$ cat src/rtl/stpd_pkg.sv
package stpd_pkg;

  // Largest data length that a packet may announce.
  localparam int unsigned MaxData = 32;
  localparam int unsigned AddrW   = $clog2(MaxData);

  // Sync string "snp".
  localparam logic [7:0] Sync0 = 8'h73;
  localparam logic [7:0] Sync1 = 8'h6E;
  localparam logic [7:0] Sync2 = 8'h70;

  // Sum of the three sync bytes, the starting value of the checksum.
  localparam logic [15:0] SyncSum = 16'h0151;

  // Result kinds, carried on tuser.
  typedef enum logic [1:0] {
    KIND_DATA    = 2'd0,
    KIND_EMPTY   = 2'd1,
    KIND_BAD_LEN = 2'd2,
    KIND_BAD_SUM = 2'd3
  } kind_e;

  // Receive phases of the parser.
  typedef enum logic [2:0] {
    PH_HUNT = 3'd0,
    PH_TYPE = 3'd1,
    PH_LEN  = 3'd2,
    PH_DATA = 3'd3,
    PH_SUM  = 3'd4
  } phase_e;

  // States of the emitter that plays a good packet out of the data memory.
  typedef enum logic [1:0] {
    EM_IDLE = 2'd0,
    EM_READ = 2'd1,
    EM_WAIT = 2'd2
  } emit_state_e;

  // Request from the parser to the emitter, valid for one cycle.
  typedef struct packed {
    logic        report;
    logic        start;
    kind_e       kind;
    logic [7:0]  ptype;
    logic [7:0]  length;
  } parse_req_t;

  // Status from the emitter back to the parser.
  typedef struct packed {
    logic busy;
    logic full;
  } emit_status_t;

endpackage

$ cat src/rtl/stpd_ram.sv
module stpd_ram #(
  parameter int unsigned Depth = 32,
  parameter int unsigned Width = 8,
  localparam int unsigned AW = (Depth > 1) ? $clog2(Depth) : 1
) (
  input  logic             clk_i,
  input  logic             wr_en_i,
  input  logic [AW-1:0]    wr_addr_i,
  input  logic [Width-1:0] wr_data_i,
  input  logic             rd_en_i,
  input  logic [AW-1:0]    rd_addr_i,
  output logic [Width-1:0] rd_data_o
);

  logic [Width-1:0] mem [Depth];
  logic [Width-1:0] rd_data_q;

  // One write port.
  always_ff @(posedge clk_i) begin
    if (wr_en_i) begin
      mem[wr_addr_i] <= wr_data_i;
    end
  end

  // One read port; the data register holds until the next read.
  always_ff @(posedge clk_i) begin
    if (rd_en_i) begin
      rd_data_q <= mem[rd_addr_i];
    end
  end

  assign rd_data_o = rd_data_q;

endmodule

$ cat src/rtl/stpd_parser.sv
module stpd_parser (
  input  logic                        clk_i,
  input  logic                        rst_ni,
  input  logic                        s_axis_tvalid,
  output logic                        s_axis_tready,
  input  logic [7:0]                  s_axis_tdata,
  input  stpd_pkg::emit_status_t      status_i,
  output stpd_pkg::parse_req_t        req_o,
  output logic                        wr_en_o,
  output logic [stpd_pkg::AddrW-1:0]  wr_addr_o,
  output logic [7:0]                  wr_data_o
);

  stpd_pkg::phase_e phase_q, phase_d;
  logic [5:0]       cnt_q, cnt_d;
  logic [7:0]       type_q, type_d;
  logic [7:0]       len_q, len_d;
  logic [15:0]      sum_q, sum_d;
  logic [7:0]       high_q, high_d;

  logic        fire;
  logic [7:0]  b;
  logic [15:0] sum_add;
  logic [5:0]  cnt_inc;
  logic        may_report;

  assign b       = s_axis_tdata;
  assign fire    = s_axis_tvalid && s_axis_tready;
  assign sum_add = sum_q + {8'h00, b};
  assign cnt_inc = cnt_q + 6'd1;

  // Bytes that can cause a report need the output register free.
  assign may_report = (phase_q == stpd_pkg::PH_LEN) ||
                      ((phase_q == stpd_pkg::PH_SUM) && (cnt_q != 6'd0));
  assign s_axis_tready = !status_i.busy && !(status_i.full && may_report);

  // Next state of the receive sequence.
  always_comb begin
    phase_d = phase_q;
    cnt_d   = cnt_q;
    type_d  = type_q;
    len_d   = len_q;
    sum_d   = sum_q;
    high_d  = high_q;
    if (fire) begin
      unique case (phase_q)
        stpd_pkg::PH_TYPE: begin
          type_d  = b;
          sum_d   = sum_add;
          phase_d = stpd_pkg::PH_LEN;
        end
        stpd_pkg::PH_LEN: begin
          len_d = b;
          sum_d = sum_add;
          cnt_d = 6'd0;
          if (b > 8'(stpd_pkg::MaxData)) begin
            phase_d = stpd_pkg::PH_HUNT;
          end else if (b == 8'd0) begin
            phase_d = stpd_pkg::PH_SUM;
          end else begin
            phase_d = stpd_pkg::PH_DATA;
          end
        end
        stpd_pkg::PH_DATA: begin
          sum_d = sum_add;
          cnt_d = cnt_inc;
          if ({2'b00, cnt_inc} >= len_q) begin
            cnt_d   = 6'd0;
            phase_d = stpd_pkg::PH_SUM;
          end
        end
        stpd_pkg::PH_SUM: begin
          if (cnt_q == 6'd0) begin
            high_d = b;
            cnt_d  = 6'd1;
          end else begin
            cnt_d   = 6'd0;
            phase_d = stpd_pkg::PH_HUNT;
          end
        end
        default: begin
          // Hunting; a mismatching byte is not retested as the first sync byte.
          phase_d = stpd_pkg::PH_HUNT;
          if (cnt_q == 6'd0) begin
            cnt_d = (b == stpd_pkg::Sync0) ? 6'd1 : 6'd0;
          end else if (cnt_q == 6'd1) begin
            cnt_d = (b == stpd_pkg::Sync1) ? 6'd2 : 6'd0;
          end else if ((cnt_q == 6'd2) && (b == stpd_pkg::Sync2)) begin
            cnt_d   = 6'd0;
            sum_d   = stpd_pkg::SyncSum;
            phase_d = stpd_pkg::PH_TYPE;
          end else begin
            cnt_d = 6'd0;
          end
        end
      endcase
    end
  end

  // Requests to the emitter and writes to the data memory.
  always_comb begin
    req_o.report = 1'b0;
    req_o.start  = 1'b0;
    req_o.kind   = stpd_pkg::KIND_DATA;
    req_o.ptype  = type_q;
    req_o.length = len_q;
    wr_en_o      = fire && (phase_q == stpd_pkg::PH_DATA);
    wr_addr_o    = cnt_q[stpd_pkg::AddrW-1:0];
    wr_data_o    = b;
    if (fire && (phase_q == stpd_pkg::PH_LEN) && (b > 8'(stpd_pkg::MaxData))) begin
      req_o.report = 1'b1;
      req_o.kind   = stpd_pkg::KIND_BAD_LEN;
      req_o.length = b;
    end else if (fire && (phase_q == stpd_pkg::PH_SUM) && (cnt_q != 6'd0)) begin
      if ({high_q, b} != sum_q) begin
        req_o.report = 1'b1;
        req_o.kind   = stpd_pkg::KIND_BAD_SUM;
      end else if (len_q == 8'd0) begin
        req_o.report = 1'b1;
        req_o.kind   = stpd_pkg::KIND_EMPTY;
      end else begin
        req_o.start = 1'b1;
      end
    end
  end

  // State registers.
  always_ff @(posedge clk_i or negedge rst_ni) begin
    if (!rst_ni) begin
      phase_q <= stpd_pkg::PH_HUNT;
      cnt_q   <= 6'd0;
      type_q  <= 8'd0;
      len_q   <= 8'd0;
      sum_q   <= 16'd0;
      high_q  <= 8'd0;
    end else begin
      phase_q <= phase_d;
      cnt_q   <= cnt_d;
      type_q  <= type_d;
      len_q   <= len_d;
      sum_q   <= sum_d;
      high_q  <= high_d;
    end
  end

endmodule

$ cat src/rtl/stpd_emitter.sv
module stpd_emitter (
  input  logic                        clk_i,
  input  logic                        rst_ni,
  input  stpd_pkg::parse_req_t        req_i,
  output stpd_pkg::emit_status_t      status_o,
  output logic                        rd_en_o,
  output logic [stpd_pkg::AddrW-1:0]  rd_addr_o,
  input  logic [7:0]                  rd_data_i,
  output logic                        m_axis_tvalid,
  input  logic                        m_axis_tready,
  output logic [31:0]                 m_axis_tdata,
  output logic [1:0]                  m_axis_tuser,
  output logic                        m_axis_tlast
);

  stpd_pkg::emit_state_e state_q, state_d;
  logic [stpd_pkg::AddrW-1:0] idx_q, idx_d;
  logic [7:0]                 type_q, type_d;
  logic [7:0]                 len_q, len_d;

  logic                       out_valid_q, out_valid_d;
  stpd_pkg::kind_e            out_kind_q, out_kind_d;
  logic [7:0]                 out_type_q, out_type_d;
  logic [7:0]                 out_len_q, out_len_d;
  logic [7:0]                 out_data_q, out_data_d;
  logic [stpd_pkg::AddrW-1:0] out_idx_q, out_idx_d;
  logic                       out_last_q, out_last_d;

  logic out_free;
  logic is_final;
  logic load;

  assign out_free = !out_valid_q || m_axis_tready;
  assign is_final = ({{(8 - stpd_pkg::AddrW){1'b0}}, idx_q} + 8'd1) == len_q;
  assign load     = (state_q == stpd_pkg::EM_WAIT) && out_free;

  // Next state of the read-out sequencer.
  always_comb begin
    state_d = state_q;
    unique case (state_q)
      stpd_pkg::EM_IDLE: if (req_i.start) state_d = stpd_pkg::EM_READ;
      stpd_pkg::EM_READ: state_d = stpd_pkg::EM_WAIT;
      stpd_pkg::EM_WAIT: begin
        if (out_free) begin
          state_d = is_final ? stpd_pkg::EM_IDLE : stpd_pkg::EM_READ;
        end
      end
      default: state_d = stpd_pkg::EM_IDLE;
    endcase
  end

  // Read address, packet header and output register contents.
  always_comb begin
    idx_d       = idx_q;
    type_d      = type_q;
    len_d       = len_q;
    rd_en_o     = (state_q == stpd_pkg::EM_READ);
    rd_addr_o   = idx_q;
    out_valid_d = out_valid_q && !m_axis_tready;
    out_kind_d  = out_kind_q;
    out_type_d  = out_type_q;
    out_len_d   = out_len_q;
    out_data_d  = out_data_q;
    out_idx_d   = out_idx_q;
    out_last_d  = out_last_q;
    if (req_i.start) begin
      idx_d  = '0;
      type_d = req_i.ptype;
      len_d  = req_i.length;
    end
    if (req_i.report) begin
      out_valid_d = 1'b1;
      out_kind_d  = req_i.kind;
      out_type_d  = req_i.ptype;
      out_len_d   = req_i.length;
      out_data_d  = 8'd0;
      out_idx_d   = '0;
      out_last_d  = 1'b1;
    end else if (load) begin
      out_valid_d = 1'b1;
      out_kind_d  = stpd_pkg::KIND_DATA;
      out_type_d  = type_q;
      out_len_d   = len_q;
      out_data_d  = rd_data_i;
      out_idx_d   = idx_q;
      out_last_d  = is_final;
      idx_d       = idx_q + stpd_pkg::AddrW'(1);
    end
  end

  always_ff @(posedge clk_i or negedge rst_ni) begin
    if (!rst_ni) begin
      state_q     <= stpd_pkg::EM_IDLE;
      out_valid_q <= 1'b0;
    end else begin
      state_q     <= state_d;
      out_valid_q <= out_valid_d;
    end
  end

  // Payload registers.
  always_ff @(posedge clk_i) begin
    idx_q      <= idx_d;
    type_q     <= type_d;
    len_q      <= len_d;
    out_kind_q <= out_kind_d;
    out_type_q <= out_type_d;
    out_len_q  <= out_len_d;
    out_data_q <= out_data_d;
    out_idx_q  <= out_idx_d;
    out_last_q <= out_last_d;
  end

  assign status_o.busy = (state_q != stpd_pkg::EM_IDLE);
  assign status_o.full = out_valid_q;

  assign m_axis_tvalid = out_valid_q;
  assign m_axis_tdata  = {{(8 - stpd_pkg::AddrW){1'b0}}, out_idx_q, out_data_q,
                          out_len_q, out_type_q};
  assign m_axis_tuser  = out_kind_q;
  assign m_axis_tlast  = out_last_q;

`ifndef SYNTHESIS
  // The parser never issues a request while a packet is being played out.
  assert property (@(posedge clk_i) disable iff (!rst_ni)
    (state_q != stpd_pkg::EM_IDLE) |-> !(req_i.report || req_i.start))
    else $error("parser request during read-out");

  // A report never overwrites a word that is still waiting.
  assert property (@(posedge clk_i) disable iff (!rst_ni)
    req_i.report |-> out_free)
    else $error("report into a full output register");

  // The read index stays below the packet length while reading out.
  assert property (@(posedge clk_i) disable iff (!rst_ni)
    (state_q != stpd_pkg::EM_IDLE) |-> ({{(8 - stpd_pkg::AddrW){1'b0}}, idx_q} < len_q))
    else $error("read index beyond packet length");

  // Every report is a single, final word.
  assert property (@(posedge clk_i) disable iff (!rst_ni)
    (out_valid_q && (out_kind_q != stpd_pkg::KIND_DATA)) |-> out_last_q)
    else $error("report without last mark");
`endif

endmodule

$ cat src/rtl/sync_typed_packet_deframer.sv
// Packet deframer for a received byte stream. It hunts for the sync string
// "snp", then takes a type byte, a length byte, up to 32 data bytes and a
// big-endian 16-bit checksum equal to the wrapping sum of all bytes before
// it. Every byte is taken in one cycle while a packet is being received, save
// that the length byte and the last checksum byte wait while an earlier word
// is still untaken. The data bytes are kept in a 32 x 8 memory. After a good
// checksum the packet is played out of that memory one word at a time, each
// word a read of the memory and then a load into the output register, and the
// input is held off, through any stall on the output, until the last word is loaded.
// A bad length, a bad checksum or an empty good packet gives a single report
// word. No clearing is needed after reset.
module sync_typed_packet_deframer (
  input  logic        clk_i,
  input  logic        rst_ni,
  input  logic        s_axis_tvalid,
  output logic        s_axis_tready,
  input  logic [7:0]  s_axis_tdata,   // rx_byte
  output logic        m_axis_tvalid,
  input  logic        m_axis_tready,
  output logic [31:0] m_axis_tdata,   // packet_type, length, data_byte, byte_index, zero fill
  output logic [1:0]  m_axis_tuser,   // kind
  output logic        m_axis_tlast    // last
);

  stpd_pkg::parse_req_t       req;
  stpd_pkg::emit_status_t     status;
  logic                       wr_en;
  logic [stpd_pkg::AddrW-1:0] wr_addr;
  logic [7:0]                 wr_data;
  logic                       rd_en;
  logic [stpd_pkg::AddrW-1:0] rd_addr;
  logic [7:0]                 rd_data;

  // Frame parsing and checksum.
  stpd_parser u_parser (
    .clk_i         (clk_i),
    .rst_ni        (rst_ni),
    .s_axis_tvalid (s_axis_tvalid),
    .s_axis_tready (s_axis_tready),
    .s_axis_tdata  (s_axis_tdata),
    .status_i      (status),
    .req_o         (req),
    .wr_en_o       (wr_en),
    .wr_addr_o     (wr_addr),
    .wr_data_o     (wr_data)
  );

  // Data byte store.
  stpd_ram #(
    .Depth (stpd_pkg::MaxData),
    .Width (8)
  ) u_ram (
    .clk_i     (clk_i),
    .wr_en_i   (wr_en),
    .wr_addr_i (wr_addr),
    .wr_data_i (wr_data),
    .rd_en_i   (rd_en),
    .rd_addr_i (rd_addr),
    .rd_data_o (rd_data)
  );

  // Read-out and output register.
  stpd_emitter u_emitter (
    .clk_i         (clk_i),
    .rst_ni        (rst_ni),
    .req_i         (req),
    .status_o      (status),
    .rd_en_o       (rd_en),
    .rd_addr_o     (rd_addr),
    .rd_data_i     (rd_data),
    .m_axis_tvalid (m_axis_tvalid),
    .m_axis_tready (m_axis_tready),
    .m_axis_tdata  (m_axis_tdata),
    .m_axis_tuser  (m_axis_tuser),
    .m_axis_tlast  (m_axis_tlast)
  );

endmodule

$ cat config.mk
export PLATFORM = sky130hd
export DESIGN_NAME = sync_typed_packet_deframer
export DESIGN_NICKNAME = d
export VERILOG_FILES = /design/src/rtl/stpd_pkg.sv /design/src/rtl/stpd_ram.sv /design/src/rtl/stpd_parser.sv /design/src/rtl/stpd_emitter.sv /design/src/rtl/sync_typed_packet_deframer.sv
export SDC_FILE = /design/constraint.sdc
export NUM_CORES = 1
export LEC_CHECK = 0
export ABC_AREA = 1
export BUFFER_PORTS_ARGS = -buffer_cell sky130_fd_sc_hd__buf_2
export CORE_MARGIN = 4
export CORE_UTILIZATION = 48
export CTS_CLUSTER_DIAMETER = 30
export CTS_CLUSTER_SIZE = 10
export DETAILED_ROUTE_END_ITERATION = 8
export SYNTH_ARGS = -nofsm -noshare
export SYNTH_HDL_FRONTEND = slang
export SYNTH_HIERARCHICAL = 1
export SYNTH_SLANG_ARGS = --single-unit
$ cat constraint.sdc
create_clock -name clk_i -period 5.19 [get_ports clk_i]
set_clock_uncertainty 0.05 [all_clocks]
set_input_delay 1.557 -clock clk_i [delete_from_list [all_inputs] [get_ports clk_i]]
set_output_delay 1.557 -clock clk_i [all_outputs]
set_load 0.02 [all_outputs]
==> metrics.md <==
| Metric | Value |
|---|---|
| Max Cap Violations | 0 |
| Clock share of power | 46.5% |
| Fillers | 2876 |
| Drt first pass iters | 5 |
| Inserted Clock Buffers | 82 |
| Critical R2R Capture | u_ram/mem[3][0] |
| Commonest non-fill, non-tap cell in the layout | nand2_1 |
| Fin crit period | 3.78 ns |
| Synth top area share | 53.2% |
| Leading cell types in the layout, fill and taps excluded | nand2_1 (596), edfxtp_1 (298), nand3_1 (276), inv_1 (95), clkbuf_16 (87) |
| Multi-input gate area | 5160 µm² |
| Worst setup margin | 1.41 ns |
| Yosys cell types | 42 |
| CTS root buffer | clkbuf_16 |
| Fin crit share | 72.8% |
| Sw power | 3.43 mW |
| P_int | 7.61 mW |
| Sequential cell area | 10600 µm² |
| Synth area leaders | edfxtp_1 (53%), nand2_1 (13%), nand3_1 (8.2%) |
| Synth Register Bits | 369 |
| CTS H-Tree Depth | 3 |
| Crit path max fanout | 10 |
| Critical Path Start Type | register |
| WL/cell | 18.1 µm |
| Post-CTS sizing | 0 |
| Setup Total Neg Slack | 0 ns |
| Antenna Nets Post-Route | 0 |
| Run status | complete, no violations |
| Depth of the worst hold-timing path | 2 |
| Seq/Total Area, Yosys | 63.1% |
| Overall Power | 11.0 mW |
| FP Rows | 68 |
| Syn_area_per_cell | 10.1 µm² |
| Vias in the first global route | 11800 |
| Die height | 195 µm |
| Detailed Route WL | 41.0 mm |
| Initial antenna violation count | 0 |
| Worst-skew pair later-pin latency | 0.58 ns |
| CTS tree | yes |
| Reg2reg setup slack | 1.84 ns |
| Via-to-Cell Ratio | 5.31 |
| GRT Total Usage | 21.5% |
| Sequential fraction of design power | 31.2% |
| Final setup violation count | 0 |
| First-iteration detailed-routing DRC count | 1052 |
| Post-detail-place hpwl | 24.4 mm |
| Pwr Density | 552 nW/µm² |
| Nets | 1775 |
| Detailed-route DRC error count | 0 |
| Die area | 38100 µm² |
| Synth Cell Area | 16800 µm² |
| Worst-path cell chain | inv_1, ha_1, nand3_2, nand2_2, nand2_2, nand2_4, nand2_1, inv_1, buf_2 |
| # port buffers | 45 |
| Dpl ws | 1.13 ns |
| Critical Path Max Stage Delay | 0.58 ns |
| Most used DFF post-synth | edfxtp_1 |
| Critical Path RT | 3.58 ns |
| Die Width | 195 µm |
| RePlAce Congestion | 0.918 |
| Hold path start | u_ram/rd_data_o[5] |
| Worst path slowest cell | dfrtp_1 |
| RSZ-0062 raised after global routing | false |
| Pins Over Slew Limit | 0 |
| RR Startpoint | u_parser/cnt_q[0] |
| Non-Filler Instances | 2266 |
| Asr flop ratio synth | 14.1% |
| Diode count | 0 |
| Core area | 34500 µm² |
| Combinational share of power | 22.3% |
| P&R area growth vs syn | 18.8% |
| Yosys warning total | 6 |
| Sink Count | 369 |
| Grt ovf | 0 |
| Post-synth EDFFs | 298 |
| FF-to-FF path depth | 10 |
| Final Cell Area | 20000 µm² |
| Clock transition at path regs | 0.04 ns |
| Static leakage | 8.30 nW |
| Synth area leader | edfxtp_1 |
| Dpl cells | 2114 |
| Worst slew margin | 34.0% |
| First-pass GRT wire length | 64.9 mm |
| Hold Crit Endpoint | u_emitter/out_data_q[5] |
| Max IR drop VDD | 0.000540 V |
| Share of cells above drive strength 1 | 13.6% |
| Net Sw Frac | 31.1% |
| Initial Utilization | 48.7% |
| CP Data Arrival Time | 2.17 ns |
| Setup Buffers After CTS | 0 |
| Slew @ Worst Pin | 0.986 ns |
| HP Class | register to register |
| Max Clk Rate | 265 MHz |
| Crit end category | primary output |
| # hold bufs at CTS | 0 |
| Clock buffer depth | 3 |
| Vias | 12000 |
| DP Area | 17200 µm² |
| Crit Path Category | register to primary output |
| # IOs | 49 |
| Mapped Cells | 1671 |
| Largest net degree at the start of global routing | 76 |
| Final Hold Viols | 0 |
==> synthesized netlist by cell type, drive strengths merged, types with 2 or more instances <==
library cell,n
nor3,6
clkbuf,14
o21ai,69
nor2,82
ha,19
nand3,278
buf,72
inv,106
xor2,11
nand4,17
edfxtp,298
nor4,4
dfxtp,19
a21oi,9
dfrtp,52
nand2,602
xnor2,4
or2,2
==> stage by stage <==
stage	util, %	hold WS, ns
global placement	49.8	0.370
detailed placement	49.8	0.375
CTS	57.9	0.397
finish	57.9	0.395
floorplan	-	0.362
global route	57.9	0.419
==> power groups by stage <==
stage	Combinational (mW)	Sequential (mW)	Clock, mW
global route	2.72	3.46	5.38
floorplan	1.75	3.57	0
finish	2.46	3.44	5.14
detailed placement	2.44	3.50	0
CTS	2.46	3.45	5.20
global placement	2.42	3.49	0
==> logic make-up (layout without fill, tap and decap cells) <==
family / after synthesis / in the layout / synth area share (%)
AND/OR/NAND/NOR: 992 / 992 / 25.4
flip-flops: 369 / 369 / 63.1
buffers and inverters: 192 / 330 / 6.24
AO/OA/AOI/OAI: 82 / 82 / 2.85
adder cells (fa/ha/maj): 20 / 20 / 1.53
XOR/XNOR: 15 / 15 / 0.780
other: 1 / 3 / 0.0223
==> routing by layer <==
layer / vias to the layer above / share of wire, % / GRT usage (%)
met1: 5792 / 45 / 31.0
met4: 0 / 1.9 / 6.78
met3: 60 / 6.9 / 4.33
met5: - / 0 / 0
met2: 389 / 46 / 33.2
li1: 5796 / - / -
==> flip-flops by register name, indices dropped and copies added, names as in the netlist <==
register and flops:
u_emitter/len_q 8, u_emitter/m_axis_tlast 1, u_emitter/m_axis_tuser 2, u_emitter/m_axis_tvalid 1, u_emitter/out_data_q 8, u_emitter/out_idx_q 5, u_emitter/out_len_q 8, u_emitter/out_type_q 8
u_emitter/rd_addr_o 5, u_emitter/state_q 2, u_emitter/type_q 8, u_parser/cnt_q 6, u_parser/high_q 8, u_parser/len_q 8, u_parser/phase_q 3, u_parser/sum_q 16
u_parser/type_q 8, u_ram/mem 256, u_ram/rd_data_o 8
==> how the worst max path moves through the flow <==
stage | start | end | slack (ns) | cells past startpoint
2_1_floorplan | s_axis_tdata[2] | u_emitter/m_axis_tuser[0] | 1.20 | 12
3_3_place_gp | s_axis_tdata[5] | u_emitter/out_type_q[7] | 1.18 | 10
3_5_place_dp | s_axis_tdata[5] | u_emitter/out_len_q[6] | 1.13 | 10
4_1_cts | u_parser/cnt_q[0] | s_axis_tready | 1.40 | 9
5_1_grt | u_parser/cnt_q[0] | s_axis_tready | 1.27 | 9
6_report | u_parser/cnt_q[0] | s_axis_tready | 1.41 | 9
==> critical path, delay by kind of cell (launching register included) <==
| kind | cells | cell delay (ns) |
|---|---|---|
| fa+ha+maj | 1 | 0.26 |
| flops | 1 | 0.58 |
| simple gates | 5 | 0.44 |
| buf+inv | 3 | 0.32 |
==> final cells by class <==
cell class / instances / area share, %
timing repair buffer: 72 / 2.14
clock inverter: 46 / 2.68
multi-input combinational: 1112 / 25.8
inverter: 106 / 2.03
tap: 455 / 2.85
clock buffer: 106 / 11.3
sequential: 369 / 53.2
No activity file was read; power rests on OpenSTA's default activity.
